`config.mk`:
```
export PLATFORM = sky130hd
export DESIGN_NAME = pressure_sensor_frame_convert_core
export DESIGN_NICKNAME = d
export VERILOG_FILES = /design/src/sv/psfc_pkg.sv /design/src/sv/psfc_div.sv /design/src/sv/pressure_sensor_frame_convert_core.sv
export SDC_FILE = /design/constraint.sdc
export NUM_CORES = 2
export LEC_CHECK = 0
export BUFFER_PORTS_ARGS = -buffer_cell sky130_fd_sc_hd__buf_4
export CORE_ASPECT_RATIO = 1.2
export CORE_MARGIN = 3
export CORE_UTILIZATION = 42
export CTS_CLUSTER_SIZE = 24
export DETAILED_ROUTE_END_ITERATION = 7
export PLACE_DENSITY = 0.63
export SYNTH_ARGS = -nofsm -noshare
export SYNTH_HDL_FRONTEND = slang
export SYNTH_SLANG_ARGS = --single-unit
export TNS_END_PERCENT = 1
```
`constraint.sdc`:
```
create_clock -name clk -period 14.42 [get_ports clk]
set_input_delay 4.326 -clock clk [delete_from_list [all_inputs] [get_ports clk]]
set_output_delay 4.326 -clock clk [all_outputs]
set_load 0.05 [all_outputs]
```
`src/sv/psfc_pkg.sv`:
```
package psfc_pkg;

    // field widths
    localparam int STATUS_W  = 8;
    localparam int RAW_W     = 16;
    localparam int CFG_P_W   = 28;
    localparam int MODE_W    = 2;
    localparam int DENS_W    = 11;
    localparam int P_W       = 30;
    localparam int T_W       = 15;
    localparam int D_W       = 28;
    localparam int IN_DATA_W  = 40;
    localparam int OUT_DATA_W = 80;
    localparam int CFG_IDX_W  = 2;

    // depth divider: |p - atm| * 1e8 < 2^57, density * g < 2^31
    localparam int DIV_NUM_W = 57;
    localparam int DIV_DEN_W = 31;

    // status check
    localparam logic [STATUS_W-1:0] STATUS_MASK = 8'hDC;
    localparam logic [STATUS_W-1:0] STATUS_GOOD = 8'h40;

    // conversion constants
    localparam logic signed [31:0] RAW_ZERO    = 32'sd16384;
    localparam logic signed [33:0] ATM_PA      = 34'sd101325;
    localparam logic signed [33:0] SEALED_PA   = 34'sd100000;
    localparam logic signed [31:0] G_SCALED    = 32'sd980665;
    localparam logic signed [31:0] DEPTH_SCALE = 32'sd100000000;
    localparam logic signed [15:0] TEMP_BASE   = 16'sd5120;

    // gauge modes
    localparam logic [MODE_W-1:0] MODE_VENTED = 2'd0;
    localparam logic [MODE_W-1:0] MODE_SEALED = 2'd1;

    // register indexes
    localparam logic [CFG_IDX_W-1:0] CFG_MIN_P   = 2'd0;
    localparam logic [CFG_IDX_W-1:0] CFG_MAX_P   = 2'd1;
    localparam logic [CFG_IDX_W-1:0] CFG_MODE    = 2'd2;
    localparam logic [CFG_IDX_W-1:0] CFG_DENSITY = 2'd3;

    // divider handshake
    typedef struct packed {
        logic start;
    } div_cmd_t;

    typedef struct packed {
        logic done;
    } div_stat_t;

endpackage

```
`src/sv/psfc_div.sv`:
```
module psfc_div #(
    parameter int NUM_W = psfc_pkg::DIV_NUM_W,
    parameter int DEN_W = psfc_pkg::DIV_DEN_W
) (
    input  logic                  clk,
    input  logic                  rst_n,
    input  psfc_pkg::div_cmd_t    cmd,
    input  logic [NUM_W-1:0]      dividend,
    input  logic [DEN_W-1:0]      divisor,
    output psfc_pkg::div_stat_t   stat,
    output logic [NUM_W-1:0]      quotient
);
    import psfc_pkg::*;

    localparam int CNT_W = $clog2(NUM_W + 1);

    logic [DEN_W-1:0] rem_reg;
    logic [NUM_W-1:0] quo_reg;
    logic [DEN_W-1:0] den_reg;
    logic [CNT_W-1:0] cnt_reg;
    logic             busy_reg;
    logic             done_reg;

    logic [DEN_W:0]   shifted;
    logic [DEN_W:0]   trial;

    // one restoring step per cycle, quotient bits shift in from the bottom
    assign shifted = {rem_reg, quo_reg[NUM_W-1]};
    assign trial   = shifted - {1'b0, den_reg};

    always_ff @(posedge clk or negedge rst_n)
    begin
        if (!rst_n)
        begin
            busy_reg <= 1'b0;
            done_reg <= 1'b0;
            cnt_reg  <= '0;
        end
        else
        begin
            done_reg <= 1'b0;
            if (cmd.start)
            begin
                busy_reg <= 1'b1;
                cnt_reg  <= CNT_W'(NUM_W);
            end
            else if (busy_reg)
            begin
                cnt_reg <= cnt_reg - 1'b1;
                if (cnt_reg == CNT_W'(1))
                begin
                    busy_reg <= 1'b0;
                    done_reg <= 1'b1;
                end
            end
        end
    end

    always_ff @(posedge clk)
    begin
        if (cmd.start)
        begin
            den_reg <= divisor;
            quo_reg <= dividend;
            rem_reg <= '0;
        end
        else if (busy_reg)
        begin
            if (!trial[DEN_W])
            begin
                rem_reg <= trial[DEN_W-1:0];
                quo_reg <= {quo_reg[NUM_W-2:0], 1'b1};
            end
            else
            begin
                rem_reg <= shifted[DEN_W-1:0];
                quo_reg <= {quo_reg[NUM_W-2:0], 1'b0};
            end
        end
    end

    assign stat.done = done_reg;
    assign quotient  = quo_reg;

endmodule

```
`src/sv/pressure_sensor_frame_convert_core.sv`:
```
// Pressure sensor frame converter.
// Input stream (s_*): one word per sensor frame, status byte, raw pressure and
// raw temperature. Output stream (m_*): one word per frame, pressure in Pa,
// temperature in 0.01 C, depth in mm, with m_tuser = 1 when the status passed.
// A frame with a bad status returns m_tuser = 0 and the last good values.
// Config port (cfg_*): index 0 min Pa, 1 max Pa, 2 gauge mode, 3 density;
// cfg_ready is always high; write only while no frame is in flight.
// Sequence: a good frame goes through the shared multiplier passes and the
// 57-step restoring divider for depth before m_tvalid; with density 0 the
// divider is skipped; a bad frame goes straight to the output state. One
// frame is in flight at a time, so a new frame is taken only once the last
// result has moved into the output register.
// Output is a single register: a new frame may be accepted while a finished
// result waits; if m_tready stays low, the next result holds in its last step
// until the output register frees.
// Reset (rst_n, async, active low) restores the default config and zeroes the
// last good values; the output is empty after reset.
module pressure_sensor_frame_convert_core (
    input  logic                                  clk,
    input  logic                                  rst_n,
    // [7:0] status_byte, [23:8] raw_pressure, [39:24] raw_temperature
    input  logic [psfc_pkg::IN_DATA_W-1:0]        s_tdata,
    input  logic                                  s_tvalid,
    output logic                                  s_tready,
    // [29:0] pressure_pa, [44:30] temperature_centi_c, [72:45] depth_mm, rest 0
    output logic [psfc_pkg::OUT_DATA_W-1:0]       m_tdata,
    // [0] frame_valid
    output logic                                  m_tuser,
    output logic                                  m_tvalid,
    input  logic                                  m_tready,
    input  logic                                  cfg_valid,
    output logic                                  cfg_ready,
    input  logic [psfc_pkg::CFG_IDX_W-1:0]        cfg_index,
    input  logic [psfc_pkg::CFG_P_W-1:0]          cfg_data
);
    import psfc_pkg::*;

    localparam logic [2:0] ST_IDLE  = 3'd0;
    localparam logic [2:0] ST_MUL_P = 3'd1;  // raw offset * span
    localparam logic [2:0] ST_PRES  = 3'd2;  // shift, add offsets, saturate
    localparam logic [2:0] ST_MUL_N = 3'd3;  // |p - atm| * 1e8
    localparam logic [2:0] ST_MUL_D = 3'd4;  // density * g, start divider if density is nonzero
    localparam logic [2:0] ST_DIV   = 3'd5;
    localparam logic [2:0] ST_FIN   = 3'd6;  // sign, saturate, store last good
    localparam logic [2:0] ST_OUT   = 3'd7;

    localparam logic signed [33:0] P_HI  = 34'sd536870911;
    localparam logic signed [33:0] P_LO  = -34'sd536870912;
    localparam logic [DIV_NUM_W-1:0] D_POS_MAX = DIV_NUM_W'(134217727);
    localparam logic [DIV_NUM_W-1:0] D_NEG_MAX = DIV_NUM_W'(134217728);

    // config
    logic signed [CFG_P_W-1:0] min_p_reg;
    logic signed [CFG_P_W-1:0] max_p_reg;
    logic [MODE_W-1:0]         mode_reg;
    logic [DENS_W-1:0]         dens_reg;

    // sequencer and working registers
    logic [2:0]                state_reg;
    logic [2:0]                state_next;
    logic                      ok_reg;
    logic [RAW_W-1:0]          rawp_reg;
    logic [11:0]               rawt_reg;
    logic signed [63:0]        prod_reg;
    logic signed [P_W-1:0]     p_reg;
    logic                      neg_reg;

    // last good values
    logic signed [P_W-1:0]     last_p_reg;
    logic signed [T_W-1:0]     last_t_reg;
    logic signed [D_W-1:0]     last_d_reg;

    // output register
    logic                      m_tvalid_reg;
    logic [OUT_DATA_W-1:0]     m_tdata_reg;
    logic                      m_tuser_reg;

    // shared multiplier
    logic signed [31:0]        mul_a;
    logic signed [31:0]        mul_b;
    logic signed [63:0]        mul_p;

    logic                      s_fire;
    logic                      out_free;
    logic                      status_ok;
    logic signed [33:0]        p_offset;
    logic signed [33:0]        p_sum;
    logic signed [P_W-1:0]     p_sat;
    logic signed [31:0]        atm_diff;
    logic [31:0]               atm_mag;
    logic signed [15:0]        temp_calc;
    logic signed [D_W-1:0]     d_calc;

    div_cmd_t                  div_cmd;
    div_stat_t                 div_stat;
    logic [DIV_NUM_W-1:0]      div_q;

    assign s_tready  = (state_reg == ST_IDLE);
    assign s_fire    = s_tvalid && s_tready;
    assign cfg_ready = 1'b1;
    assign out_free  = !m_tvalid_reg || m_tready;
    assign status_ok = (s_tdata[7:0] & STATUS_MASK) == STATUS_GOOD;

    // config writes
    always_ff @(posedge clk or negedge rst_n)
    begin
        if (!rst_n)
        begin
            min_p_reg <= '0;
            max_p_reg <= CFG_P_W'(1000000);
            mode_reg  <= MODE_VENTED;
            dens_reg  <= DENS_W'(1029);
        end
        else if (cfg_valid && cfg_ready)
        begin
            unique case (cfg_index)
                CFG_MIN_P:   min_p_reg <= cfg_data;
                CFG_MAX_P:   max_p_reg <= cfg_data;
                CFG_MODE:    mode_reg  <= cfg_data[MODE_W-1:0];
                CFG_DENSITY: dens_reg  <= cfg_data[DENS_W-1:0];
                default: ;
            endcase
        end
    end

    // multiplier operand select
    always_comb
    begin
        mul_a = '0;
        mul_b = '0;
        unique case (state_reg)
            ST_MUL_P:
            begin
                mul_a = $signed({16'b0, rawp_reg}) - RAW_ZERO;
                mul_b = 32'(max_p_reg) - 32'(min_p_reg);
            end
            ST_MUL_N:
            begin
                mul_a = $signed(atm_mag);
                mul_b = DEPTH_SCALE;
            end
            ST_MUL_D:
            begin
                mul_a = $signed({21'b0, dens_reg});
                mul_b = G_SCALED;
            end
            default: ;
        endcase
    end

    assign mul_p = mul_a * mul_b;

    // pressure: floor divide by 32768 is an arithmetic shift
    always_comb
    begin
        case (mode_reg)
            MODE_VENTED: p_offset = ATM_PA;
            MODE_SEALED: p_offset = SEALED_PA;
            default:     p_offset = '0;
        endcase
        p_sum = 34'($signed(prod_reg[47:15])) + 34'(min_p_reg) + p_offset;
        if (p_sum > P_HI)
            p_sat = P_W'(P_HI);
        else if (p_sum < P_LO)
            p_sat = P_W'(P_LO);
        else
            p_sat = p_sum[P_W-1:0];
    end

    assign atm_diff = 32'(p_reg) - 32'(ATM_PA);
    assign atm_mag  = atm_diff[31] ? 32'(-atm_diff) : 32'(atm_diff);

    // temperature: 5 * (raw >> 4) - 5120
    assign temp_calc = $signed({4'b0, rawt_reg}) * 16'sd5 - TEMP_BASE;

    // depth: apply sign, saturate to 28 bits
    always_comb
    begin
        if (dens_reg == '0)
            d_calc = '0;
        else if (!neg_reg)
            d_calc = (div_q > D_POS_MAX) ? D_W'(D_POS_MAX) : D_W'(div_q);
        else
            d_calc = (div_q > D_NEG_MAX) ? D_W'(-D_NEG_MAX) : D_W'(-div_q);
    end

    assign div_cmd.start = (state_reg == ST_MUL_D) && (dens_reg != '0);

    psfc_div #(
        .NUM_W (DIV_NUM_W),
        .DEN_W (DIV_DEN_W)
    ) u_div (
        .clk      (clk),
        .rst_n    (rst_n),
        .cmd      (div_cmd),
        .dividend (prod_reg[DIV_NUM_W-1:0]),
        .divisor  (mul_p[DIV_DEN_W-1:0]),
        .stat     (div_stat),
        .quotient (div_q)
    );

    // sequencer
    always_comb
    begin
        state_next = state_reg;
        unique case (state_reg)
            ST_IDLE:  if (s_fire) state_next = status_ok ? ST_MUL_P : ST_OUT;
            ST_MUL_P: state_next = ST_PRES;
            ST_PRES:  state_next = ST_MUL_N;
            ST_MUL_N: state_next = ST_MUL_D;
            ST_MUL_D: state_next = (dens_reg == '0) ? ST_FIN : ST_DIV;
            ST_DIV:   if (div_stat.done) state_next = ST_FIN;
            ST_FIN:   state_next = ST_OUT;
            ST_OUT:   if (out_free) state_next = ST_IDLE;
            default:  state_next = ST_IDLE;
        endcase
    end

    always_ff @(posedge clk or negedge rst_n)
    begin
        if (!rst_n)
        begin
            state_reg    <= ST_IDLE;
            m_tvalid_reg <= 1'b0;
            last_p_reg   <= '0;
            last_t_reg   <= '0;
            last_d_reg   <= '0;
        end
        else
        begin
            state_reg <= state_next;
            if (state_reg == ST_FIN)
            begin
                last_p_reg <= p_reg;
                last_t_reg <= temp_calc[T_W-1:0];
                last_d_reg <= d_calc;
            end
            if (state_reg == ST_OUT && out_free)
                m_tvalid_reg <= 1'b1;
            else if (m_tready)
                m_tvalid_reg <= 1'b0;
        end
    end

    // datapath registers
    always_ff @(posedge clk)
    begin
        if (s_fire)
        begin
            ok_reg   <= status_ok;
            rawp_reg <= s_tdata[23:8];
            rawt_reg <= s_tdata[39:28];
        end
        if (state_reg == ST_MUL_P || state_reg == ST_MUL_N)
            prod_reg <= mul_p;
        if (state_reg == ST_PRES)
            p_reg <= p_sat;
        if (state_reg == ST_MUL_N)
            neg_reg <= atm_diff[31];
        if (state_reg == ST_OUT && out_free)
        begin
            m_tdata_reg <= {7'b0, last_d_reg, last_t_reg, last_p_reg};
            m_tuser_reg <= ok_reg;
        end
    end

    assign m_tvalid = m_tvalid_reg;
    assign m_tdata  = m_tdata_reg;
    assign m_tuser  = m_tuser_reg;

endmodule

```
==> impl_metrics.csv <==
group,metric,value,unit
clock_network,ctsHoldBuffers,0,
synthesis,synth_cells,6144,
detailed_routing,vias_per_cell,5.39,
synthesis,synth_simple_gate_area_share,12.8,%
synthesis,synth-adder-area-share,41.6,%
sta,tightest_slew,1390,ps
finish,final_cell_mix,"inv_1 (1,270), fa_1 (1,015), nand2_1 (764)",
die,pin_count,159,
synthesis,yosysWarnings,0,
sta,finClkSkew,77.4,ps
clock_network,cts_buffer_depth,3,
run,maxCapViolCount,0,
synthesis,syn_area,58500,um^2
synthesis,synth_mux_area_share,2.13,%
clock_network,path_clk_slew,60,ps
sta,rsz0062_at_grt,"false",
synthesis,synth_area_per_cell,9.52,um^2
sta,fin_tns_setup,0,ps
synthesis,synth_edf_count,279,
clock_network,clockRootBuffer,"clkbuf_16",
placement,place_area,61700,um^2
global_routing,track_usage,24.8,%
placement,dp_hpwl,141,mm
critical_path,slowest_delay,780,ps
global_routing,use_met2,41.6,%
clock_network,clock_sinks,464,
global_routing,grt_pass1_vias,45742,
finish,final_area,63500,um^2
synthesis,synth_xor_area_share,2.99,%
synthesis,yosysSeqAreaShare,22.0,%
global_routing,grt_max_degree,90,
synthesis,synthArstFlopShare,33.2,%
global_routing,use_met1,29.6,%
sta,finalMaxSlewViolations,0,
critical_path,crit_type,"reg2reg",
critical_path,cp.arrival,13230,ps
clock_network,cts_resized,0,
placement,dp.cells,7946,
synthesis,synth_flop_cell,"edfxtp_1",
finish,fin_nets,7599,
critical_path,cp_common_cell,"fa_1",
finish,diodes,0,
global_routing,met3_usage,4.70,%
placement,place.gp.congestion,0.963,
sta,period_share,88.3,%
sta,fmax,0.0785,GHz
clock_network,cts_buffers,52,
die,rows,149,
status,outcome,"complete, no violations",
synthesis,ys_types,98,
finish,stdcell_count,8044,
clock_network,cts_tree,"done",
detailed_routing,wl_per_cell,21.8,um
detailed_routing,vias,43328,
die,coreArea,138000,um^2
finish,area_delta_synth_final,8.61,%
detailed_routing,drtIter0Drc,3163,
detailed_routing,wl,175,mm
global_routing,grt_pass1_wl,272,mm
die,die_y,415,um
detailed_routing,firstDrtPassIters,5,
sta,min_period,12740,ps
die,dieArea,144000,um^2
global_routing,grt.overflow.total,0,
critical_path,ff2ff_setup_slack,1680,ps
hold_path,hp-class,"reg2reg",
finish,largest_register_ffs,73,
critical_path,path_max_fanout,14,
critical_path,slowest_stage,"nand2_1",
sta,hold_viol_final,0,
synthesis,synth-seq-cells,464,
critical_path,critPathCaptureType,"flip-flop",
die,die_w,347,um
clock_network,htreeDepth,2,
global_routing,antenna_found_initial,3,
synthesis,synth_top_family_by_area,"adder cells",
finish,layout_commonest_cell,"inv_1",
detailed_routing,drc,0,
critical_path,required,14910,ps
detailed_routing,drtAntennaViolNets,0,
synthesis,synth_compound_area_share,8.43,%
sta,max_slew_margin,6.56,%
clock_network,post-cts-setup-buffer-count,0,
finish,drive_above_1_share,8.06,%
global_routing,grt.busiest_layer,"met2",
critical_path,startpoint_type,"flip-flop",
clock_network,clk_latency,660,ps
die,start_util,42.4,%
placement,port_buffers,143,
sta,setup_viol,0,
## metrics by stage
stage	util, %	hold slack [ps]	worst slack (ps)
2_1_floorplan	-	400	4100
3_5_place_dp	44.7	415	1910
5_1_grt	46.1	438	1100
3_3_place_gp	44.7	407	2000
6_report	46.1	417	1680
4_1_cts	46.1	419	1850
## final cells by class
class | count | area, um^2
inverter | 1275 | 4790
multi-input combinational | 4147 | 39900
clock buffer | 73 | 1460
tap | 1812 | 2270
fill | 13173 | 74400
sequential | 464 | 12900
timing repair buffer | 248 | 1870
clock inverter | 25 | 365
## cell usage after synthesis, types with 17 or more instances
master    instances  area [um^2]
inv_1          1272         4770
fa_1           1015        20300
nand2_1         766         2880
nor2_1          509         1910
ha_1            321         4020
edfxtp_1        279         8380
clkbuf_1        215          807
a21oi_1         205         1030
o21ai_0         199          996
xnor2_1         151         1320
dfrtp_1         144         3600
a21o_1          117          878
and2_1           81          507
mux2_2           76          856
nand2b_1         60          375
nor3_1           58          290
nand3_1          52          260
xor2_1           49          429
nor4_1           43          269
mux2i_1          39          390
o21a_1           38          285
nor2b_1          33          206
dfxtp_1          31          621
a31oi_1          30          188
o21bai_1         23          173
a211oi_1         22          165
nand4_1          21          131
or3_1            20          125
o21ai_1          18         90.1
and3_1           17          106
## critical path, delay by kind of cell, from the launching register on
family	cells	cell delay (ps)
adders and majority gates	10	4440
and+or+nand+nor	11	3360
AOI/OAI and AO/OA	10	2850
buffers and inverters	6	950
DFF	1	590
xor gates and xnor gates	1	390
## routing by layer
metal | vias up | part of all wire [%]
met3 | 497 | 8.1
met1 | 21988 | 37
met2 | 1709 | 47
li1 | 19132 | -
met4 | 2 | 7.7
met5 | - | 0.0074
## kinds of logic after synthesis
group	Yosys count
simple gates	1711
mux	115
buf+inv	1539
other cells	2
compound gates	777
fa+ha+maj	1336
xor+xnor	200
flops	464
## path summary, 6_finish.rpt
path                               start  depth (start not counted)        endpoint
worst min register to register    ok_reg                          0         m_tuser
min in group asynchronous          rst_n                          1  last_p_reg[13]
worst min-delay path              ok_reg                          0         m_tuser
worst max register to register  p_reg[0]                         38    prod_reg[55]
worst max-delay path            p_reg[0]                         38    prod_reg[55]
max in group asynchronous          rst_n                          2   max_p_reg[24]
Power is not shown: default switching activity piles up to over one toggle a cycle in this logic, so the estimate is an artifact.
